<file path="src/quaternion_to_euler_angles_unit_defines.svh">
// assertion macros for the quaternion to euler angles unit
`ifndef QUATERNION_TO_EULER_ANGLES_UNIT_DEFINES_SVH
`define QUATERNION_TO_EULER_ANGLES_UNIT_DEFINES_SVH
`ifndef NO_ASSERTIONS
// same-cycle implication, sampled on clk, off during reset
`define QTE_ASSERT_IMP(lbl, ante, cons) \
  lbl: assert property (@(posedge clk) disable iff (!rst_n) (ante) |-> (cons)) \
    else $error("qte assertion failed");
// next-cycle implication, sampled on clk, off during reset
`define QTE_ASSERT_NXT(lbl, ante, cons) \
  lbl: assert property (@(posedge clk) disable iff (!rst_n) (ante) |=> (cons)) \
    else $error("qte assertion failed");
`else
`define QTE_ASSERT_IMP(lbl, ante, cons)
`define QTE_ASSERT_NXT(lbl, ante, cons)
`endif
`endif

</file>
<file path="src/qte_pkg.sv">
package qte_pkg;

  // cordic depth and square root depth
  localparam int CORDIC_STEPS = 16;
  localparam int ATAN_N       = 24;
  localparam int STEP_W       = 5;
  localparam int SQRT_STEPS   = 29;

  // field widths
  localparam int QW      = 16;
  localparam int ANG_W   = 16;
  localparam int PITCH_W = 15;
  localparam int THR_W   = 15;
  localparam int CFG_IDX_W = 1;

  // internal widths
  localparam int PROD_W = 32;
  localparam int ARG_W  = 34;
  localparam int CX_W   = 36;
  localparam int Z_W    = 24;
  localparam int RSQ_W  = 29;
  localparam int ROOT_W = 29;
  localparam int REM_W  = 31;
  localparam int RAD_W  = 58;

  // constants
  localparam logic signed [ARG_W-1:0] HALF_Q28    = 34'sd134217728;
  localparam logic signed [Z_W-1:0]   HALF_PI_Q20 = 24'sd1647099;
  localparam logic [16:0]             PI_Q13      = 17'd25736;
  localparam logic [16:0]             HALF_PI_Q13 = 17'd12868;
  localparam logic [THR_W-1:0]        THR_RESET   = 15'd16368;
  localparam logic signed [15:0]      ONE_Q14     = 16'sd16384;

  // arctangent table, q20 radians
  localparam logic signed [Z_W-1:0] ATAN_TAB [ATAN_N] = '{
    24'sd823550, 24'sd486170, 24'sd256879, 24'sd130396, 24'sd65451, 24'sd32757,
    24'sd16383, 24'sd8192, 24'sd4096, 24'sd2048, 24'sd1024, 24'sd512,
    24'sd256, 24'sd128, 24'sd64, 24'sd32, 24'sd16, 24'sd8,
    24'sd4, 24'sd2, 24'sd1, 24'sd0, 24'sd0, 24'sd0
  };

  // configuration register indexes
  typedef enum logic [CFG_IDX_W-1:0] {
    REG_DIRECTION_MODE = 1'b0,
    REG_LOCK_THRESHOLD = 1'b1
  } cfg_reg_t;

  // cordic channel slots
  localparam int CH_HEAD  = 0;
  localparam int CH_PITCH = 1;
  localparam int CH_BANK  = 2;

  typedef struct packed {
    logic signed [QW-1:0] quat_w;
    logic signed [QW-1:0] quat_x;
    logic signed [QW-1:0] quat_y;
    logic signed [QW-1:0] quat_z;
  } quat_t;

  // data that rides along the square root chain
  typedef struct packed {
    logic signed [ARG_W-1:0]   hy;
    logic signed [ARG_W-1:0]   hx;
    logic signed [ARG_W-1:0]   by;
    logic signed [ARG_W-1:0]   bx;
    logic signed [ARG_W-1:0]   py;
    logic                      locked;
    logic signed [PITCH_W-1:0] pitch_lock;
  } side_t;

  typedef struct packed {
    logic              valid;
    logic [REM_W-1:0]  rem;
    logic [ROOT_W-1:0] root;
    logic [RAD_W-1:0]  rad;
    side_t             side;
  } sq_t;

  typedef struct packed {
    logic signed [CX_W-1:0] x;
    logic signed [CX_W-1:0] y;
    logic signed [Z_W-1:0]  z;
    logic                   zero;
  } cch_t;

  typedef struct packed {
    logic                      valid;
    logic                      locked;
    logic signed [PITCH_W-1:0] pitch_lock;
    cch_t [2:0]                ch;
  } cd_t;

endpackage

</file>
<file path="src/qte_cordic_cell.sv">
module qte_cordic_cell
  import qte_pkg::*;
(
  input  logic              clk,
  input  logic              rst_n,
  input  logic              adv,
  input  logic [STEP_W-1:0] step,
  input  cd_t               d,
  output cd_t               q
);

  logic valid_r;
  cd_t  data_r;
  cd_t  data_nxt;

  // one vectoring micro-rotation on each of the three channels
  always_comb begin
    data_nxt = d;
    for (int k = 0; k < 3; k++) begin
      if (d.ch[k].y > 0) begin
        data_nxt.ch[k].x = d.ch[k].x + (d.ch[k].y >>> step);
        data_nxt.ch[k].y = d.ch[k].y - (d.ch[k].x >>> step);
        data_nxt.ch[k].z = d.ch[k].z + ATAN_TAB[step];
      end else begin
        data_nxt.ch[k].x = d.ch[k].x - (d.ch[k].y >>> step);
        data_nxt.ch[k].y = d.ch[k].y + (d.ch[k].x >>> step);
        data_nxt.ch[k].z = d.ch[k].z - ATAN_TAB[step];
      end
    end
  end

  always_ff @(posedge clk) begin
    if (!rst_n) begin
      valid_r <= 1'b0;
    end else if (adv) begin
      valid_r <= d.valid;
    end
  end

  always_ff @(posedge clk) begin
    if (adv) begin
      data_r <= data_nxt;
    end
  end

  always_comb begin
    q       = data_r;
    q.valid = valid_r;
  end

endmodule

</file>
<file path="config.mk">
export PLATFORM = sky130hd
export DESIGN_NAME = qte_cordic_cell
export DESIGN_NICKNAME = d
export VERILOG_FILES = /design/src/quaternion_to_euler_angles_unit_defines.svh /design/src/qte_pkg.sv /design/src/qte_cordic_cell.sv
export SDC_FILE = /design/constraint.sdc
export NUM_CORES = 2
export LEC_CHECK = 0
export BUFFER_PORTS_ARGS = -buffer_cell sky130_fd_sc_hd__buf_2
export CORE_ASPECT_RATIO = 1.25
export CORE_MARGIN = 1
export CORE_UTILIZATION = 40
export CTS_CLUSTER_SIZE = 8
export DETAILED_ROUTE_END_ITERATION = 10
export GPL_TIMING_DRIVEN = 0
export PLACE_DENSITY = 0.59
export SLEW_MARGIN = 40
export SYNTH_ARGS = -nofsm -noshare
export SYNTH_HDL_FRONTEND = slang
export SYNTH_SLANG_ARGS = --single-unit
</file>
<file path="constraint.sdc">
create_clock -name clk -period 8.9 [get_ports clk]
set_input_delay 1.335 -clock clk [delete_from_list [all_inputs] [get_ports clk]]
set_output_delay 1.335 -clock clk [all_outputs]
set_load 0.02 [all_outputs]
</file>
Yosys cells after proc, flatten, opt, wreduce, memory -nomap -nowiden:

Memories as Yosys holds them, arrays and structs flattened.
Index checks and enable logic that the tools add are counted.

* add/sub/neg operators: 18
* order comparisons: 4
* shifts and indexed selects: 6
* muxes and demuxes: 5
* bitwise logic cells: 1

Operators with widths (count)
* $mux 96: 3
* $add 36x36->36: 6
* $sshr 36x5->36: 6
* $sub 36x36->36: 6
* $gt 36x1->1 const B: 3
* $add 24x24->24: 3
* $sub 24x24->24: 3
* $mux 24: 2
* $ge 6x6->1 const B: 1
* $not 5->6: 1

* register bits: 308
* memory bits (read-only): 768
* input bits: 316
* output and inout port bits: 308
* word-level logic and storage cells: 50
* memories kept: 1

Memories
* (no name shown): words 32, bits a word 24, rd ports 1, clocked after memory_dff 0, wr ports 0, RTL line qte_cordic_cell.sv:27 `data_nxt.ch[k].z = d.ch[k].z - ATAN_TAB[step];`

Logic depth before layout (Yosys ltp):

* word-level depth: 6
* gate-level depth with buffers: 34
* gate-level depth less buffers: 24

Worst setup path after synthesis:

Ideal clock, no wire load.

* path kind: input-to-reg
* start point: in step[0]
* end point: reg data_r, in the netlist q[121] (data pin)
* setup time: 0.260 ns
* data arrival time: 7.714 ns
* path slack: 0.926 ns
* stages: 31
* path buffers: 10
* path through: buf_6 -> buf_12 -> buf_6 -> buf_6 -> buf_6 -> buf_6 -> buf_4 -> buf_4 -> buf_2 -> buf_2 -> inv_1 -> ha_1 -> nor2_1 -> o21ai_0 -> nand2_1 -> ha_1 -> and3_1 -> and3b_1 -> nand3b_1 -> or3_1 -> or3b_2 -> nand2_1 -> xor2_1 -> ha_1 -> or2_2 -> a2111oi_0 -> o31ai_1 -> o41ai_1 -> o2111ai_1 -> a21oi_1 -> xnor2_1

RTL lines
* start: declaration: RTL line qte_cordic_cell.sv:7 `input logic [STEP_W-1:0] step,`
* end signal: assignment: RTL line qte_cordic_cell.sv:42 `data_r <= data_nxt;`
* end: declaration: RTL line qte_cordic_cell.sv:13 `cd_t data_r;`

==> impl_metrics.prom <==
# TYPE chip_impl_metric gauge
chip_impl_metric{name="postSynthNetCount",unit=""} 5321
chip_impl_metric{name="synth_cell_area",unit="sq um"} 44300
chip_impl_metric{name="htreeDepth",unit=""} 2
chip_impl_info{name="worst_hold_path.endpoint",value="valid_r$_SDFFE_PN0P_"} 1
chip_impl_metric{name="crit_fanout",unit=""} 11
chip_impl_metric{name="placeableCoreArea",unit="sq um"} 110000
chip_impl_metric{name="globalRouteTotalUtil",unit=""} 0.476
chip_impl_metric{name="fmax",unit="MHz"} 112
chip_impl_metric{name="hold_buffer_count_at_cts",unit=""} 0
chip_impl_metric{name="fin_worst_hold_slack",unit="ps"} 532
chip_impl_metric{name="synth_area_per_cell",unit="sq um"} 9.42
chip_impl_metric{name="number_of_synthesized_flops_with_an_enable_pin",unit=""} 307
chip_impl_metric{name="synth_largest_type_area_fraction",unit=""} 0.208
chip_impl_metric{name="grt_max_degree",unit=""} 78
chip_impl_metric{name="slew-limit-headroom",unit=""} 0.240
chip_impl_metric{name="ys.warnings.count",unit=""} 0
chip_impl_metric{name="initial_core_util",unit=""} 0.403
chip_impl_metric{name="worst_path_clk_slew",unit="ps"} 50
chip_impl_metric{name="ys_ff_latch",unit=""} 308
chip_impl_info{name="clock_tree_from_tritoncts",value="built"} 1
chip_impl_metric{name="num-nets-final",unit=""} 6025
chip_impl_info{name="endpoint_kind",value="register"} 1
chip_impl_metric{name="routedWlPerCell",unit="um"} 39.9
chip_impl_info{name="clock_tree.root_cell",value="clkbuf_16"} 1
chip_impl_metric{name="timing.final.setup_violations",unit=""} 0
chip_impl_metric{name="critical_path_arrival",unit="ps"} 9250
chip_impl_metric{name="grt_pass1_wl",unit="um"} 372000
chip_impl_metric{name="grt_pass1_vias",unit=""} 46500
chip_impl_metric{name="worst_tran_pin_value",unit="ps"} 1140
chip_impl_info{name="run_status",value="complete, no violations"} 1
chip_impl_metric{name="cp_data_required_time",unit="ps"} 9260
chip_impl_metric{name="design.die.area",unit="sq um"} 112000
chip_impl_info{name="synth.most_common_cell",value="nand2_1"} 1
chip_impl_metric{name="syn_inst",unit=""} 4701
chip_impl_metric{name="cts_buf_count",unit=""} 44
chip_impl_metric{name="die_x",unit="um"} 300
chip_impl_metric{name="fillCellCount",unit=""} 10700
chip_impl_metric{name="detail_route.first_pass.iterations",unit=""} 8
chip_impl_metric{name="drive_gt1_frac",unit=""} 0.272
chip_impl_metric{name="max-vdd-ir-drop",unit="mV"} 0.200
chip_impl_metric{name="ios",unit=""} 624
chip_impl_metric{name="gr-usage-met3",unit=""} 0.176
chip_impl_metric{name="area.growth.synth_to_final",unit="%"} 16.9
chip_impl_metric{name="fin_crit_sh",unit=""} 0.999
chip_impl_info{name="reg2reg_from",value="valid_r$_SDFFE_PN0P_"} 1
chip_impl_metric{name="grt.overflow.total",unit=""} 0
chip_impl_metric{name="number_of_sinks_driven_by_the_clock_tree",unit=""} 308
chip_impl_metric{name="multi_input_gate_area_in_the_final_layout",unit="sq um"} 33600
chip_impl_metric{name="routed_via_density",unit=""} 7.03
chip_impl_metric{name="post-route-worst-setup-slack",unit="ps"} 7.30
chip_impl_metric{name="ff2ff_path_depth",unit=""} 2
chip_impl_metric{name="cap_violations",unit=""} 0
chip_impl_info{name="slowest_library_cell_on_the_worst_path",value="clkbuf_2"} 1
chip_impl_metric{name="preCtsSetupSlack",unit="ps"} -1940
chip_impl_metric{name="bufs_on_longest_clock_path",unit=""} 3
chip_impl_metric{name="drt.antenna.violating_nets",unit=""} 0
chip_impl_metric{name="critical_path.max_stage_delay",unit="ps"} 670
chip_impl_info{name="worstSetupStartpointType",value="primary input"} 1
chip_impl_metric{name="routed-via-count",unit=""} 48400
chip_impl_info{name="synth_top_area_cell",value="edfxtp_1"} 1
chip_impl_metric{name="min_period",unit="ps"} 8890
chip_impl_metric{name="floorplan.rows",unit=""} 136
chip_impl_info{name="synth_top_cells_by_count",value="nand2_1, nor2_1, a21oi_1"} 1
chip_impl_metric{name="timing.critical_path.buf_inv",unit=""} 10
chip_impl_info{name="worst_hold_startpoint",value="valid_r$_SDFFE_PN0P_"} 1
chip_impl_metric{name="place_area",unit="sq um"} 49900
chip_impl_metric{name="fp.dieH",unit="um"} 374
chip_impl_metric{name="p_leak",unit="nW"} 21.1
chip_impl_metric{name="timing.setup.tns",unit="ps"} 0
chip_impl_info{name="cell_family_with_most_cp_delay",value="buffers and inverters"} 1
chip_impl_metric{name="grt_use_met2",unit=""} 0.726
chip_impl_info{name="crit_reg_reg_endpoint",value="valid_r$_SDFFE_PN0P_"} 1
chip_impl_metric{name="ys_async_sr_fraction",unit=""} 0
chip_impl_metric{name="slew_violations",unit=""} 0
chip_impl_metric{name="timing.final.hold_violations",unit=""} 0
chip_impl_metric{name="power-per-cell-area",unit="nW/um^2"} 180
chip_impl_metric{name="place_congestion",unit=""} 1.10
chip_impl_metric{name="drt-total-wl",unit="um"} 275000
chip_impl_info{name="synthTopCellsByArea",value="edfxtp_1, mux4_2, ha_1"} 1
chip_impl_metric{name="worst-r2r-setup-slack",unit="ps"} 8310
chip_impl_metric{name="drc",unit=""} 0
chip_impl_info{name="min_path_type",value="reg2reg"} 1
chip_impl_metric{name="skew_pair_late_insertion_delay",unit="ps"} 620
chip_impl_metric{name="min_path_cells",unit=""} 2
chip_impl_metric{name="detailedRoute.firstIterationViolations",unit=""} 5660
chip_impl_info{name="timing.critical_path.mode_cell",value="buf_2"} 1
chip_impl_info{name="gr-max-usage-layer",value="met2"} 1
chip_impl_metric{name="initial_antenna_violation_count",unit=""} 23
chip_impl_metric{name="number_of_distinct_library_cell_variants_in_the_gate_level_netlist_after_synthesis",unit=""} 105
chip_impl_metric{name="port_buffers",unit=""} 621
chip_impl_metric{name="seqCellArea",unit="sq um"} 9240
chip_impl_info{name="ys.flop_type",value="edfxtp_1"} 1
chip_impl_metric{name="design_area",unit="sq um"} 51700
chip_impl_metric{name="detailed_place_hpwl",unit="um"} 214000
chip_impl_metric{name="finClkSkew",unit="ps"} 0
chip_impl_info{name="timing_worst_setup_path_type",value="in2reg"} 1
chip_impl_metric{name="met1_usage",unit=""} 0.524
chip_impl_metric{name="part_of_the_yosys_area_used_for_sequential_elements",unit=""} 0.209
==> worst max path at each step <==
stage / from / end / slack, ps / cells after the start
after floorplan: step[0] / q[121]$_DFFE_PP_ / 930 / 31
after global placement: step[4] / q[95]$_DFFE_PP_ / -4730 / 28
after detailed placement: step[2] / q[254]$_DFFE_PP_ / -1940 / 29
after CTS: step[0] / q[121]$_DFFE_PP_ / -20 / 32
after global routing: step[1] / q[287]$_DFFE_PP_ / -40 / 29
final: step[4] / q[254]$_DFFE_PP_ / 7 / 25
==> flip-flops by register name, indices dropped and copies added (netlist names) <==
| name | cells |
|---|---|
| q | 307 |
| valid_r | 1 |
==> final cells by class <==
class                      count  area share
clock inverter                 3    0.000870
tap                         1449      0.0350
timing repair buffer         660      0.0694
buffer                       269      0.0346
sequential                   308       0.179
multi-input combinational   3990       0.649
inverter                     132     0.00965
clock buffer                  57      0.0222
antenna                       12    0.000580
==> power by group <==
part           leakage (nW)  total, mW  internal (mW)  switching [mW]
sequential             3.01       2.26           2.15           0.111
combinational          17.5       5.47           1.96            3.51
clock                 0.579       1.56          0.891           0.665
total                  21.1       9.29           5.00            4.29
==> per-stage QoR <==
step / utilization / total power, mW / std cells
2_1_floorplan: - / 5.62 / 4701
3_3_place_gp: 0.448 / 7.47 / 6771
3_5_place_dp: 0.454 / 7.50 / 6802
4_1_cts: 0.466 / 9.12 / 6861
5_1_grt: 0.470 / 9.63 / 6868
6_report: 0.471 / 9.29 / 6880
==> routing by layer <==
layer / wire (um) / part of all wire
met1: 94200 / 0.34
met2: 118000 / 0.43
met3: 33000 / 0.12
met4: 29400 / 0.11
met5: 172 / 0.00063
==> cells in the final DEF, fill, tap and decap left out, types with 104 or more instances in the layout <==
cell type,synthesis,routed
edfxtp_1,307,307
mux2i_1,207,201
o21ai_0,251,239
inv_1,128,128
mux4_2,292,292
xor2_1,153,153
mux2_2,128,128
a21o_1,104,104
xnor2_1,295,294
nand2_1,362,360
a21oi_1,353,345
ha_1,295,295
nor2_1,357,350
buf_2,60,670
==> repair_timing <==
item,in CTS,in global routing
buffers inserted,0,7
resized for setup,64,106
pin swaps,0,10
setup endpoints to repair,103,68
gates cloned,0,0
==> worst reg2reg max path: cells and delay by family, from the launching register on <==
| kind | cells | cell delay, ps |
|---|---|---|
| flops | 1 | 310 |
| mux | 1 | 120 |
| simple gates | 1 | 60 |
==> cells by family after synthesis <==
group           share of synthesized area
buf+inv                            0.0422
flops                               0.209
fa+ha+maj                          0.0874
mux                                 0.240
xor+xnor                           0.0886
compound gates                      0.192
simple gates                        0.142
No activity file was read; power rests on OpenSTA's default activity.
