[config.mk]
export PLATFORM = sky130hd
export DESIGN_NAME = qte_sqrt_cell
export DESIGN_NICKNAME = d
export VERILOG_FILES = /design/src/quaternion_to_euler_angles_unit_defines.svh /design/src/qte_pkg.sv /design/src/qte_sqrt_cell.sv
export SDC_FILE = /design/constraint.sdc
export NUM_CORES = 1
export LEC_CHECK = 0
export ABC_AREA = 0
export BUFFER_PORTS_ARGS = -buffer_cell sky130_fd_sc_hd__buf_2
export CAP_MARGIN = 20
export CORE_AREA = 3 3 238 240
export DETAILED_ROUTE_END_ITERATION = 16
export DIE_AREA = 0 0 241 243
export PLACE_DENSITY_LB_ADDON = 0.2
export SYNTH_ARGS = -nofsm -noshare
export SYNTH_HDL_FRONTEND = slang
export SYNTH_SLANG_ARGS = --single-unit
[constraint.sdc]
create_clock -name clk -period 4.58 [get_ports clk]
set_clock_uncertainty 0.2 [all_clocks]
set_input_delay 1.145 -clock clk [delete_from_list [all_inputs] [get_ports clk]]
set_output_delay 1.145 -clock clk [all_outputs]
set_load 0.05 [all_outputs]
[src/quaternion_to_euler_angles_unit_defines.svh]
// assertion macros for the quaternion to euler angles unit
`ifndef QUATERNION_TO_EULER_ANGLES_UNIT_DEFINES_SVH
`define QUATERNION_TO_EULER_ANGLES_UNIT_DEFINES_SVH
`ifndef NO_ASSERTIONS
// same-cycle implication, sampled on clk, off during reset
`define QTE_ASSERT_IMP(lbl, ante, cons) \
  lbl: assert property (@(posedge clk) disable iff (!rst_n) (ante) |-> (cons)) \
    else $error("qte assertion failed");
// next-cycle implication, sampled on clk, off during reset
`define QTE_ASSERT_NXT(lbl, ante, cons) \
  lbl: assert property (@(posedge clk) disable iff (!rst_n) (ante) |=> (cons)) \
    else $error("qte assertion failed");
`else
`define QTE_ASSERT_IMP(lbl, ante, cons)
`define QTE_ASSERT_NXT(lbl, ante, cons)
`endif
`endif

[src/qte_pkg.sv]
package qte_pkg;

  // cordic depth and square root depth
  localparam int CORDIC_STEPS = 16;
  localparam int ATAN_N       = 24;
  localparam int STEP_W       = 5;
  localparam int SQRT_STEPS   = 29;

  // field widths
  localparam int QW      = 16;
  localparam int ANG_W   = 16;
  localparam int PITCH_W = 15;
  localparam int THR_W   = 15;
  localparam int CFG_IDX_W = 1;

  // internal widths
  localparam int PROD_W = 32;
  localparam int ARG_W  = 34;
  localparam int CX_W   = 36;
  localparam int Z_W    = 24;
  localparam int RSQ_W  = 29;
  localparam int ROOT_W = 29;
  localparam int REM_W  = 31;
  localparam int RAD_W  = 58;

  // constants
  localparam logic signed [ARG_W-1:0] HALF_Q28    = 34'sd134217728;
  localparam logic signed [Z_W-1:0]   HALF_PI_Q20 = 24'sd1647099;
  localparam logic [16:0]             PI_Q13      = 17'd25736;
  localparam logic [16:0]             HALF_PI_Q13 = 17'd12868;
  localparam logic [THR_W-1:0]        THR_RESET   = 15'd16368;
  localparam logic signed [15:0]      ONE_Q14     = 16'sd16384;

  // arctangent table, q20 radians
  localparam logic signed [Z_W-1:0] ATAN_TAB [ATAN_N] = '{
    24'sd823550, 24'sd486170, 24'sd256879, 24'sd130396, 24'sd65451, 24'sd32757,
    24'sd16383, 24'sd8192, 24'sd4096, 24'sd2048, 24'sd1024, 24'sd512,
    24'sd256, 24'sd128, 24'sd64, 24'sd32, 24'sd16, 24'sd8,
    24'sd4, 24'sd2, 24'sd1, 24'sd0, 24'sd0, 24'sd0
  };

  // configuration register indexes
  typedef enum logic [CFG_IDX_W-1:0] {
    REG_DIRECTION_MODE = 1'b0,
    REG_LOCK_THRESHOLD = 1'b1
  } cfg_reg_t;

  // cordic channel slots
  localparam int CH_HEAD  = 0;
  localparam int CH_PITCH = 1;
  localparam int CH_BANK  = 2;

  typedef struct packed {
    logic signed [QW-1:0] quat_w;
    logic signed [QW-1:0] quat_x;
    logic signed [QW-1:0] quat_y;
    logic signed [QW-1:0] quat_z;
  } quat_t;

  // data that rides along the square root chain
  typedef struct packed {
    logic signed [ARG_W-1:0]   hy;
    logic signed [ARG_W-1:0]   hx;
    logic signed [ARG_W-1:0]   by;
    logic signed [ARG_W-1:0]   bx;
    logic signed [ARG_W-1:0]   py;
    logic                      locked;
    logic signed [PITCH_W-1:0] pitch_lock;
  } side_t;

  typedef struct packed {
    logic              valid;
    logic [REM_W-1:0]  rem;
    logic [ROOT_W-1:0] root;
    logic [RAD_W-1:0]  rad;
    side_t             side;
  } sq_t;

  typedef struct packed {
    logic signed [CX_W-1:0] x;
    logic signed [CX_W-1:0] y;
    logic signed [Z_W-1:0]  z;
    logic                   zero;
  } cch_t;

  typedef struct packed {
    logic                      valid;
    logic                      locked;
    logic signed [PITCH_W-1:0] pitch_lock;
    cch_t [2:0]                ch;
  } cd_t;

endpackage

[src/qte_sqrt_cell.sv]
module qte_sqrt_cell
  import qte_pkg::*;
(
  input  logic clk,
  input  logic rst_n,
  input  logic adv,
  input  sq_t  d,
  output sq_t  q
);

  logic             valid_r;
  sq_t              data_r;
  logic [REM_W+1:0] cur;
  logic [REM_W+2:0] trial;
  sq_t              data_nxt;

  // one result bit per cell: restoring digit step
  always_comb begin
    cur   = {d.rem, d.rad[RAD_W-1 -: 2]};
    trial = {1'b0, cur} - (REM_W+3)'({d.root, 2'b01});
    data_nxt      = d;
    data_nxt.rad  = d.rad << 2;
    if (!trial[REM_W+2]) begin
      data_nxt.rem  = trial[REM_W-1:0];
      data_nxt.root = {d.root[ROOT_W-2:0], 1'b1};
    end else begin
      data_nxt.rem  = cur[REM_W-1:0];
      data_nxt.root = {d.root[ROOT_W-2:0], 1'b0};
    end
  end

  always_ff @(posedge clk) begin
    if (!rst_n) begin
      valid_r <= 1'b0;
    end else if (adv) begin
      valid_r <= d.valid;
    end
  end

  always_ff @(posedge clk) begin
    if (adv) begin
      data_r <= data_nxt;
    end
  end

  always_comb begin
    q       = data_r;
    q.valid = valid_r;
  end

endmodule

# Word-level counts from Yosys, hierarchy flattened
# Index checks and enable logic that the tools add are counted.
totals:
  regBits: 303
  in_bits: 308
  output_inout_bits: 305
  word_cells: 13
classes:
  add_sub_neg: 1
  n_mux: 1
op_table:
  columns: ["operator", "n"]
  rows:
  - ["60-bit 2-to-1 mux", 1]
  - ["33-bit by 31-bit subtractor with 34-bit output", 1]

# Depth between registers and ports, before layout
# Gate-level depths: netlist of run 1.
logic_depth:
  depth_word: 2
  depth_mapped: 12
  ltp_nobuf: 10

# Worst setup path after synthesis of run 1
# OpenSTA, ideal clock, no wires.
synth_path:
  kind: "input -> register"
  start: "input port d[245] in the netlist's numbering"
  end: "register data_r, in the netlist q[276] (data pin)"
  setup_time_ps: 260
  arrival_time_ps: 3285
  required_ps: 4120
  slack_ps: 835
  cell_stages: 11
  n_path_buf: 1
  path_cell_list: "inv_1 > ha_1 > o21a_1 > a2bb2oi_2 > o2111ai_2 > a21oi_2 > o21ba_4 > a21o_4 > a21o_4 > buf_12 > mux2_4"
synth_rtl:
  columns: ["element", "line", "text"]
  rows:
  - ["start, declared", "qte_sqrt_cell.sv:7", "input sq_t d,"]
  - ["end signal, assigned", "qte_sqrt_cell.sv:42", "data_r <= data_nxt;"]
  - ["end, declared", "qte_sqrt_cell.sv:12", "sq_t data_r;"]

==> results of run 1 <==
==> power breakdown <==
part           internal [mW]  total [mW]  switching (mW)
clock network           1.80        2.98            1.19
registers               3.34        3.39          0.0582
logic                  0.435        1.72            1.29
==> critical path, stage by stage <==
cell and delay, ns:
buf_2 0.09, inv_1 0.04, ha_1 0.30, o21ai_0 0.15, a2bb2oi_2 0.26, o2111ai_2 0.20
a21oi_2 0.27, o21ba_4 0.21, a21o_4 0.15, a21o_4 0.49, mux2_2 0.40
==> flip-flops by register name (all words and copies together) (netlist names) <==
register  flops
q           302
valid_r       1
==> metal layers <==
metal	GRT usage	vias up
li1	-	3648
met1	0.133	3799
met2	0.259	336
met3	0.0609	93
met4	0.0580	30
met5	0	-
==> cell usage after synthesis, drive strengths merged (6+ instances only) <==
cell | count | area share
clkbuf | 7 | 0.0023
edfxtp | 302 | 0.80
buf | 8 | 0.0074
o21a | 6 | 0.0040
nor2 | 17 | 0.0056
o21ai | 17 | 0.0075
ha | 30 | 0.033
inv | 38 | 0.013
a21oi | 33 | 0.015
nand4 | 6 | 0.0033
xnor2 | 15 | 0.012
nand2 | 22 | 0.0073
xor2 | 11 | 0.0085
mux2 | 26 | 0.034
a21o | 10 | 0.0079
==> cell type report <==
cell class | count | area [sq um]
fillers | 5639 | 38300
flip-flops and latches | 303 | 9090
repair buffers | 614 | 3130
multi-input cells | 257 | 2040
clock buffers | 48 | 1010
well taps | 704 | 881
clock inverters | 22 | 231
inverters | 38 | 143
diodes | 12 | 30.0
==> through the flow <==
step,utilization,total power [mW],instance area [sq um],hold slack [ns]
finish,0.302,8.10,16600,0.324
global placement,0.278,5.19,15300,0.298
global route,0.301,8.45,16500,0.338
floorplan,-,4.63,11400,0.284
detailed placement,0.278,5.20,15300,0.309
CTS,0.301,8.27,16500,0.324
==> cells by family after synthesis <==
logic type | after synthesis | synth area share
compound gates | 99 | 0.0592
xor+xnor | 26 | 0.0200
mux | 29 | 0.0363
buf+inv | 53 | 0.0222
fa+ha+maj | 30 | 0.0330
simple gates | 71 | 0.0299
other cells | 1 | 0.000330
flops | 303 | 0.799
==> final timing paths <==
path	to	startpoint	depth (start not counted)
hold / removal	valid_r$_SDFFE_PN0P_	valid_r$_SDFFE_PN0P_	2
hold reg to reg	valid_r$_SDFFE_PN0P_	valid_r$_SDFFE_PN0P_	2
setup reg to reg	valid_r$_SDFFE_PN0P_	valid_r$_SDFFE_PN0P_	2
setup / recovery	q[275]$_DFFE_PP_	d[244]	11
==> reports/metrics.cfg, run 1 <==
[status]
outcome = complete, no violations

[route]
drt_wl_total_um = 43300
dr.pass1.iters = 4
avgRoutedWirePerCell_um = 21.7
drc = 0
routed.top_layer = met5
drt_iter0_drc = 302
final_antenna_net_count = 0
vias = 7906
wl_met2_um = 22700
wl_met3_um = 4330
via_per_inst = 3.96
wl_met1_um = 14300

[critical_path]
end_kind = flip-flop
r2r_slack_ns = 3.79
critPathKind = in -> reg
required_ns = 4.66
path_max_fanout = 31
crit_arrival_ns = 3.71
start_kind = input port

[floorplanning]
die_width_um = 241
ios = 613
core-area_sq_mm = 0.0549
die_h_um = 243
start_util = 0.207
dieArea_sq_mm = 0.0586
rows = 86

[grt]
antenna_found_initial = 27
grt_pass1_vias = 8138
grt_overflow = 0
grt_max_degree = 75
grt_usage = 0.140
grt_first_pass_wirelength_um = 58300

[clock_network]
cts.path.max_buffers = 3
clockRootBuffer = clkbuf_16
post-cts-setup-buffers = 0
cts_num_sinks = 303
cts-buffers-inserted = 38
clk_pin_slew_worst_paths_ns = 0.06
post_cts_resized = 0
cts_hold_buffers = 0
htreeDepth = 2
clk_latency_ns = 0.54
tritoncts = built

[run]
drv_cap = 0

[synthesis]
avgSynthCellArea_sq_um = 18.6
netlist_area_sq_mm = 0.0114
synth-seq-cells = 303
yosys_warnings = 0
yosysSeqAreaShare = 0.799
synth_edf_count = 302
synthCells = 612
synthDistinctLibCells = 52
synth_ff_type = edfxtp_1
async_flop_share = 0

[sta]
setup_tns_ns = 0
hold_violations = 0
rsz0062_at_grt = false
timing.fmax_ghz = 0.276
worst-slew-pin-transition_ns = 0.618
slew_headroom = 0.584
final.min_clock_period_ns = 3.63
setup_viol = 0
setup_slack_ns = 0.951
slew_viol_final = 0
post-route-period-util = 0.792

[finish]
drive_above_1_share = 0.553
area_delta_synth_final_pct = 45.5
final_cells = 1998
layout_common_cells = 609 x buf_2, 302 x edfxtp_1, 39 x clkbuf_16, 38 x inv_1, 31 x a21oi_1
layout_commonest_cell = buf_2
nNetsFinal = 1590

[pwr]
ir_drop_v = 0.000245
leakage_nw = 7.15
p_per_area_mw_per_mm2 = 489

[place]
post-place-cells = 1916
port_buffers = 610
dp_hpwl_um = 34500
preCtsSetupSlack_ns = 0.363
place_congestion = 0.782

[worst_hold_path]
hp-class = reg -> reg

Power figures use the tool's default switching activity.
==> inputs of run 2 (changes only) <==
==> constraint.sdc (replaced) <==
create_clock -name clk -period 3.15 [get_ports clk]
set_clock_uncertainty 0.2 [all_clocks]
set_input_delay 0.7875 -clock clk [delete_from_list [all_inputs] [get_ports clk]]
set_output_delay 0.7875 -clock clk [all_outputs]
set_load 0.05 [all_outputs]
==> reports/metrics.cfg, run 2 (synthesis results as in run 1) <==
[status]
outcome = complete, no violations

[clock_network]
htreeDepth = 2  ; unchanged
clockRootBuffer = clkbuf_16
tritoncts = built
cts.path.max_buffers = 3  ; unchanged
cts-buffers-inserted = 37  ; -2.6%
clk_latency_ns = 0.53  ; about the same
cts_num_sinks = 303  ; unchanged
clk_pin_slew_worst_paths_ns = 0.06  ; about the same

[grt]
use_met3 = 0.0534  ; -0.00750
grt_first_pass_wirelength_um = 60900  ; +4.5%
use_met1 = 0.144  ; +0.0117
grt_usage = 0.144  ; +0.00465
grtUsageMet2 = 0.272  ; +0.0134
grt_overflow = 0  ; unchanged
antenna_found_initial = 22  ; -19%
grt_pass1_vias = 8668  ; +6.5%
grt_max_degree = 77  ; +2.7%
top_usage_layer = met2

[route]
avgRoutedWirePerCell_um = 21.1  ; -2.6%
via_per_inst = 3.99  ; +0.79%
drt_iter0_drc = 398  ; +32%
dr.pass1.iters = 6  ; +2
drt_wl_total_um = 44300  ; +2.3%
vias = 8363  ; +5.8%
final_antenna_net_count = 0  ; unchanged
drc = 0  ; unchanged

[floorplanning]
start_util = 0.207  ; unchanged
rows = 86  ; unchanged
core-area_sq_mm = 0.0549  ; unchanged
die_width_um = 241  ; unchanged
die_h_um = 243  ; unchanged
ios = 613  ; unchanged
dieArea_sq_mm = 0.0586  ; unchanged

[finish]
layout_commonest_cell = buf_2
largest_reg_flops = 302  ; unchanged
nNetsFinal = 1699  ; +6.9%
multi_input_area_sq_mm = 0.00217  ; +6.6%
drive_above_1_share = 0.599  ; +0.0457
area_delta_synth_final_pct = 53.2
nFillCells = 5563  ; -1.3%
fin_util = 0.318  ; +0.0160
layout_common_cells = 609 x buf_2, 302 x edfxtp_1, 106 x buf_4, 37 x clkbuf_16, 34 x inv_1
seqCellArea_sq_mm = 0.00909  ; unchanged
final_cells = 2097  ; +5.0%

[critical_path]
start_kind = input port
worstSetupStartpoint = d[244]
r2r-start = valid_r$_SDFFE_PN0P_
critPathKind = in -> reg
crit_arrival_ns = 3.15  ; -0.56 ns
end_kind = flip-flop
path_max_fanout = 3  ; -90%
required_ns = 3.32  ; -1.34 ns

[place]
place_congestion = 0.815  ; +4.2%
dp_hpwl_um = 35800  ; +3.8%
post-place-cells = 2025  ; +5.7%
port_buffers = 610  ; unchanged

[sta]
timing.fmax_ghz = 0.336
final.min_clock_period_ns = 2.98
setup_viol = 0  ; unchanged
slew_viol_final = 0  ; unchanged
rsz0062_at_grt = false
hold_violations = 0  ; unchanged
post-route-period-util = 0.946

[pwr]
pwr-share-clk = 0.342  ; -0.027
power.total_mw = 11.6  ; +44%
combPwrFrac = 0.234  ; +0.022
p_switching_mw = 3.73  ; +47%
intPower_mw = 7.90  ; +42%
power_frac_seq = 0.424  ; +0.005
leakage_nw = 7.64  ; +6.8%
swShare = 0.321  ; +0.00787
ir_drop_v = 0.000323  ; +32%
p_per_area_mw_per_mm2 = 667  ; +36%

[worst_hold_path]
hp-class = in -> reg
min_from = d[25]

[run]
drv_cap = 0  ; unchanged

## run 2: changes by cell type in the layout (fill, tap and decap cells not counted), moves of 5 or more
| cell | previous run | this run |
|---|---|---|
| diode_2 | 12 | 5 |
| ha_1 | 30 | 22 |
| buf_12 | 3 | 8 |
| buf_4 | 1 | 106 |
| ha_4 | 0 | 8 |
| clkinv_2 | 8 | 3 |
## run 2: worst max-delay path, cell delays in order
cell and delay [ns]:
buf_2 0.09, inv_1 0.04, ha_1 0.30, nor2b_1 0.16, o311a_2 0.37, a2111oi_2 0.30, buf_4 0.18, o21ai_0 0.10
a21oi_1 0.29, a21oi_1 0.12, mux2_2 0.28, o22ai_1 0.13
## run 2: per-layer routing
metal / vias to the layer above / wire length (um)
li1: 3862 / -
met5: - / 186
met2: 358 / 23500
met1: 4018 / 15200
met3: 97 / 3990
met4: 28 / 1420
## run 2: metrics by stage
step	setup TNS [ns]	worst slack [ns]	hold slack (ns)	area [sq um]
CTS	0	0.111	0.169	17400
floorplan	-3.10	-0.127	0.284	11600
global placement	-10.83	-0.472	0.300	16300
global route	0	0.0470	0.172	17400
finish	0	0.171	0.217	17400
detailed placement	-10.53	-0.467	0.299	16300
## run 2: worst paths after layout
kind | end | slack, ns | cells after the start
setup / recovery | q[303]$_DFFE_PP_ | 0.17 | 12
hold / removal | q[25]$_DFFE_PP_ | 0.22 | 1
setup reg to reg | valid_r$_SDFFE_PN0P_ | 2.35 | 2
hold reg to reg | valid_r$_SDFFE_PN0P_ | 0.33 | 2
## run 2: repair_timing
action                     CTS  global route
setup buffers                0             1
setup endpoints to repair    0             2
resized for setup            0             1
hold buffers                 0             0
## run 2: layout make-up
cell class,count,share of cell area
flip-flops and latches,303,0.521
repair buffers,724,0.231
multi-input cells,257,0.125
clock buffers,45,0.0548
well taps,704,0.0505
clock inverters,21,0.00869
inverters,38,0.00861
diodes,5,0.000718
## run 2: power groups by stage
| stage | clock network (mW) | registers [mW] | logic, mW |
|---|---|---|---|
| 3_5_place_dp | 0 | 5.02 | 2.76 |
| 5_1_grt | 4.31 | 4.97 | 2.86 |
| 3_3_place_gp | 0 | 5.02 | 2.75 |
| 2_1_floorplan | 0 | 6.27 | 0.495 |
| 6_report | 3.98 | 4.93 | 2.72 |
| 4_1_cts | 4.15 | 4.94 | 2.77 |
==> inputs of run 3 (changes only) <==
--- a/config.mk
+++ b/config.mk
@@ -5,12 +5,13 @@
 export SDC_FILE = /design/constraint.sdc
 export NUM_CORES = 1
 export LEC_CHECK = 0
-export ABC_AREA = 0
+export ABC_AREA = 1
 export BUFFER_PORTS_ARGS = -buffer_cell sky130_fd_sc_hd__buf_2
 export CAP_MARGIN = 20
-export CORE_AREA = 3 3 238 240
+export CORE_AREA = 3 3 236 238
 export DETAILED_ROUTE_END_ITERATION = 16
-export DIE_AREA = 0 0 241 243
+export DIE_AREA = 0 0 239 241
+export HOLD_SLACK_MARGIN = 0.03
 export PLACE_DENSITY_LB_ADDON = 0.2
 export SYNTH_ARGS = -nofsm -noshare
 export SYNTH_HDL_FRONTEND = slang
==> constraint.sdc (replaced) <==
create_clock -name clk -period 3 [get_ports clk]
set_clock_uncertainty 0.2 [all_clocks]
set_input_delay 0.75 -clock clk [delete_from_list [all_inputs] [get_ports clk]]
set_output_delay 0.75 -clock clk [all_outputs]
set_load 0.05 [all_outputs]
==> reports/metrics.cfg, run 3 <==
[sta]
post-route-period-util = 0.819
setup_slack_ns = 0.544  ; +0.373 ns
setup_viol = 0  ; unchanged
slew_viol_final = 0  ; unchanged
rsz0062_at_grt = false
hold_violations = 0  ; unchanged
final.min_clock_period_ns = 2.46
timing.fmax_ghz = 0.407

[floorplanning]
ios = 613  ; unchanged
die_width_um = 239  ; -0.83%
dieArea_sq_mm = 0.0576  ; -1.6%
die_h_um = 241  ; -0.82%
start_util = 0.225  ; +0.0175
rows = 85  ; -1.2%
core-area_sq_mm = 0.0538  ; -1.9%

[critical_path]
critPathBufInv = 3  ; unchanged
crit_arrival_ns = 2.65  ; -0.50 ns
path_max_fanout = 12  ; +9
start_kind = input port
slowest_stage = ha_1
max_stage_delay_ns = 0.38  ; about the same
path_common_cell = nand2_1
critPathKind = in -> reg
cp_top_family = simple AND/OR/NAND/NOR gates
required_ns = 3.20  ; -0.12 ns
worstPathCellList = buf_2 -> inv_1 -> ha_1 -> nand2_1 -> nor2_1 -> nand2_1 -> nor2_1 -> nand2_4 -> nand2_8 -> buf_12 -> nand2_1 -> nand2_1
end_kind = flip-flop

[route]
avgRoutedWirePerCell_um = 22.1  ; +4.5%
drc = 0  ; unchanged
via_per_inst = 4.08  ; +2.2%
final_antenna_net_count = 0  ; unchanged
drt_wl_total_um = 51000  ; +15%
vias = 9431  ; +13%
dr.pass1.iters = 5  ; -1
drt_iter0_drc = 528  ; +33%

[synthesis]
async_flop_share = 0  ; unchanged
synth-seq-cells = 303  ; unchanged
yosys_warnings = 0  ; unchanged
netlist_top_cells_area = edfxtp_1 75%, nand2_1 7.8%, inv_1 3.9%
yosysSeqAreaShare = 0.751  ; -0.0476
synthCells = 912  ; +49%
netlist_area_sq_mm = 0.0121  ; +6.3%
synth_edf_count = 302  ; unchanged
synth_top_area_cell = edfxtp_1
synth_ff_type = edfxtp_1
synthDistinctLibCells = 33  ; -37%
avgSynthCellArea_sq_um = 13.3  ; -29%
synth_common_cells = 302 x edfxtp_1, 251 x nand2_1, 127 x inv_1
synth_most_common_cell = edfxtp_1
synth_top_area_frac = 0.750  ; -0.0475

[clock_network]
post_cts_resized = 0  ; unchanged
tritoncts = built
clk_latency_ns = 0.54  ; about the same
cts_num_sinks = 303  ; unchanged
cts.path.max_buffers = 3  ; unchanged
clockRootBuffer = clkbuf_16
clk_pin_slew_worst_paths_ns = 0.06  ; about the same
htreeDepth = 2  ; unchanged
cts-buffers-inserted = 38  ; +2.7%
cts_hold_buffers = 0  ; unchanged
post-cts-setup-buffers = 0  ; unchanged

[grt]
antenna_found_initial = 19  ; -14%
grt_first_pass_wirelength_um = 68500  ; +12%
grt_max_degree = 72  ; -6.5%
grt_usage = 0.167  ; +0.0227
grt_overflow = 0  ; unchanged
grt_pass1_vias = 9489  ; +9.5%

[place]
preCtsSetupSlack_ns = -0.00261  ; +0.464 ns
dp_hpwl_um = 41800  ; +17%
place_congestion = 0.846  ; +3.9%
post-place-cells = 2232  ; +10%
port_buffers = 610  ; unchanged

[finish]
layout_common_cells = 609 x buf_2, 302 x edfxtp_1, 251 x nand2_1, 127 x inv_1, 52 x nand3_1
drive_above_1_share = 0.450  ; -0.149
largest_reg_flops = 302  ; unchanged
layout_commonest_cell = buf_2
area_delta_synth_final_pct = 44.2
final_cells = 2313  ; +10%
nNetsFinal = 1914  ; +13%

[worst_hold_path]
hp-class = in -> reg

[pwr]
p_per_area_mw_per_mm2 = 705  ; +5.6%
leakage_nw = 8.16  ; +6.8%
ir_drop_v = 0.000343  ; +6.0%

[run]
drv_cap = 0  ; unchanged

[status]
outcome = complete, no violations

==> run 3: cell types whose count changed in the layout (fill, tap and decap cells not counted), moves of 16 or more <==
| cell | previous run | this run |
|---|---|---|
| nand3_1 | 4 | 52 |
| nor2_1 | 17 | 33 |
| buf_4 | 106 | 18 |
| inv_1 | 34 | 127 |
| nand2_1 | 21 | 251 |
| mux2_4 | 24 | 0 |
==> run 3: cell type report <==
type | count | area [sq um]
Fill cell | 5619 | 36400
Sequential cell | 303 | 9090
Timing Repair Buffer | 635 | 3340
Multi-Input combinational cell | 464 | 2410
Clock buffer | 48 | 1010
Tap cell | 696 | 871
Inverter | 134 | 503
Clock inverter | 20 | 185
Antenna cell | 13 | 32.5
==> run 3: stage by stage <==
step	hold slack [ns]	setup TNS, ns	total power [mW]	util	area [sq um]
6_report	0.176	0	12.3	0.324	17400
5_1_grt	0.139	0	12.8	0.323	17400
4_1_cts	0.126	0	12.5	0.323	17400
3_5_place_dp	0.331	-0.00261	7.98	0.301	16200
3_3_place_gp	0.338	-0.0123	7.98	0.301	16200
2_1_floorplan	0.302	0	7.02	-	12100
==> run 3: per-layer routing <==
metal  global-route usage  part of all wire
met5                    0            0.0018
met4               0.0630             0.036
met3               0.0503             0.075
met2                0.321              0.55
met1                0.169              0.34
==> run 3: kinds of logic after synthesis <==
group,after synthesis,synth area share
compound gates,28,0.0125
xor+xnor,14,0.0101
fa+ha+maj,30,0.0310
buf+inv,146,0.0498
flops,303,0.751
other cells,1,0.000310
simple gates,390,0.145
==> run 3: power breakdown <==
part / switching [mW] / total [mW] / internal, mW
Combinational: 2.07 / 2.67 / 0.606
Clock: 1.86 / 4.44 / 2.58
Sequential: 0.0934 / 5.18 / 5.08
==> run 3: worst paths after layout <==
kind	startpoint	endpoint	slack (ns)	cells after the start
setup / recovery	d[259]	q[284]$_DFFE_PP_	0.54	12
hold / removal	d[72]	q[72]$_DFFE_PP_	0.18	1
setup reg to reg	valid_r$_SDFFE_PN0P_	valid_r$_SDFFE_PN0P_	2.14	2
hold reg to reg	valid_r$_SDFFE_PN0P_	valid_r$_SDFFE_PN0P_	0.36	2
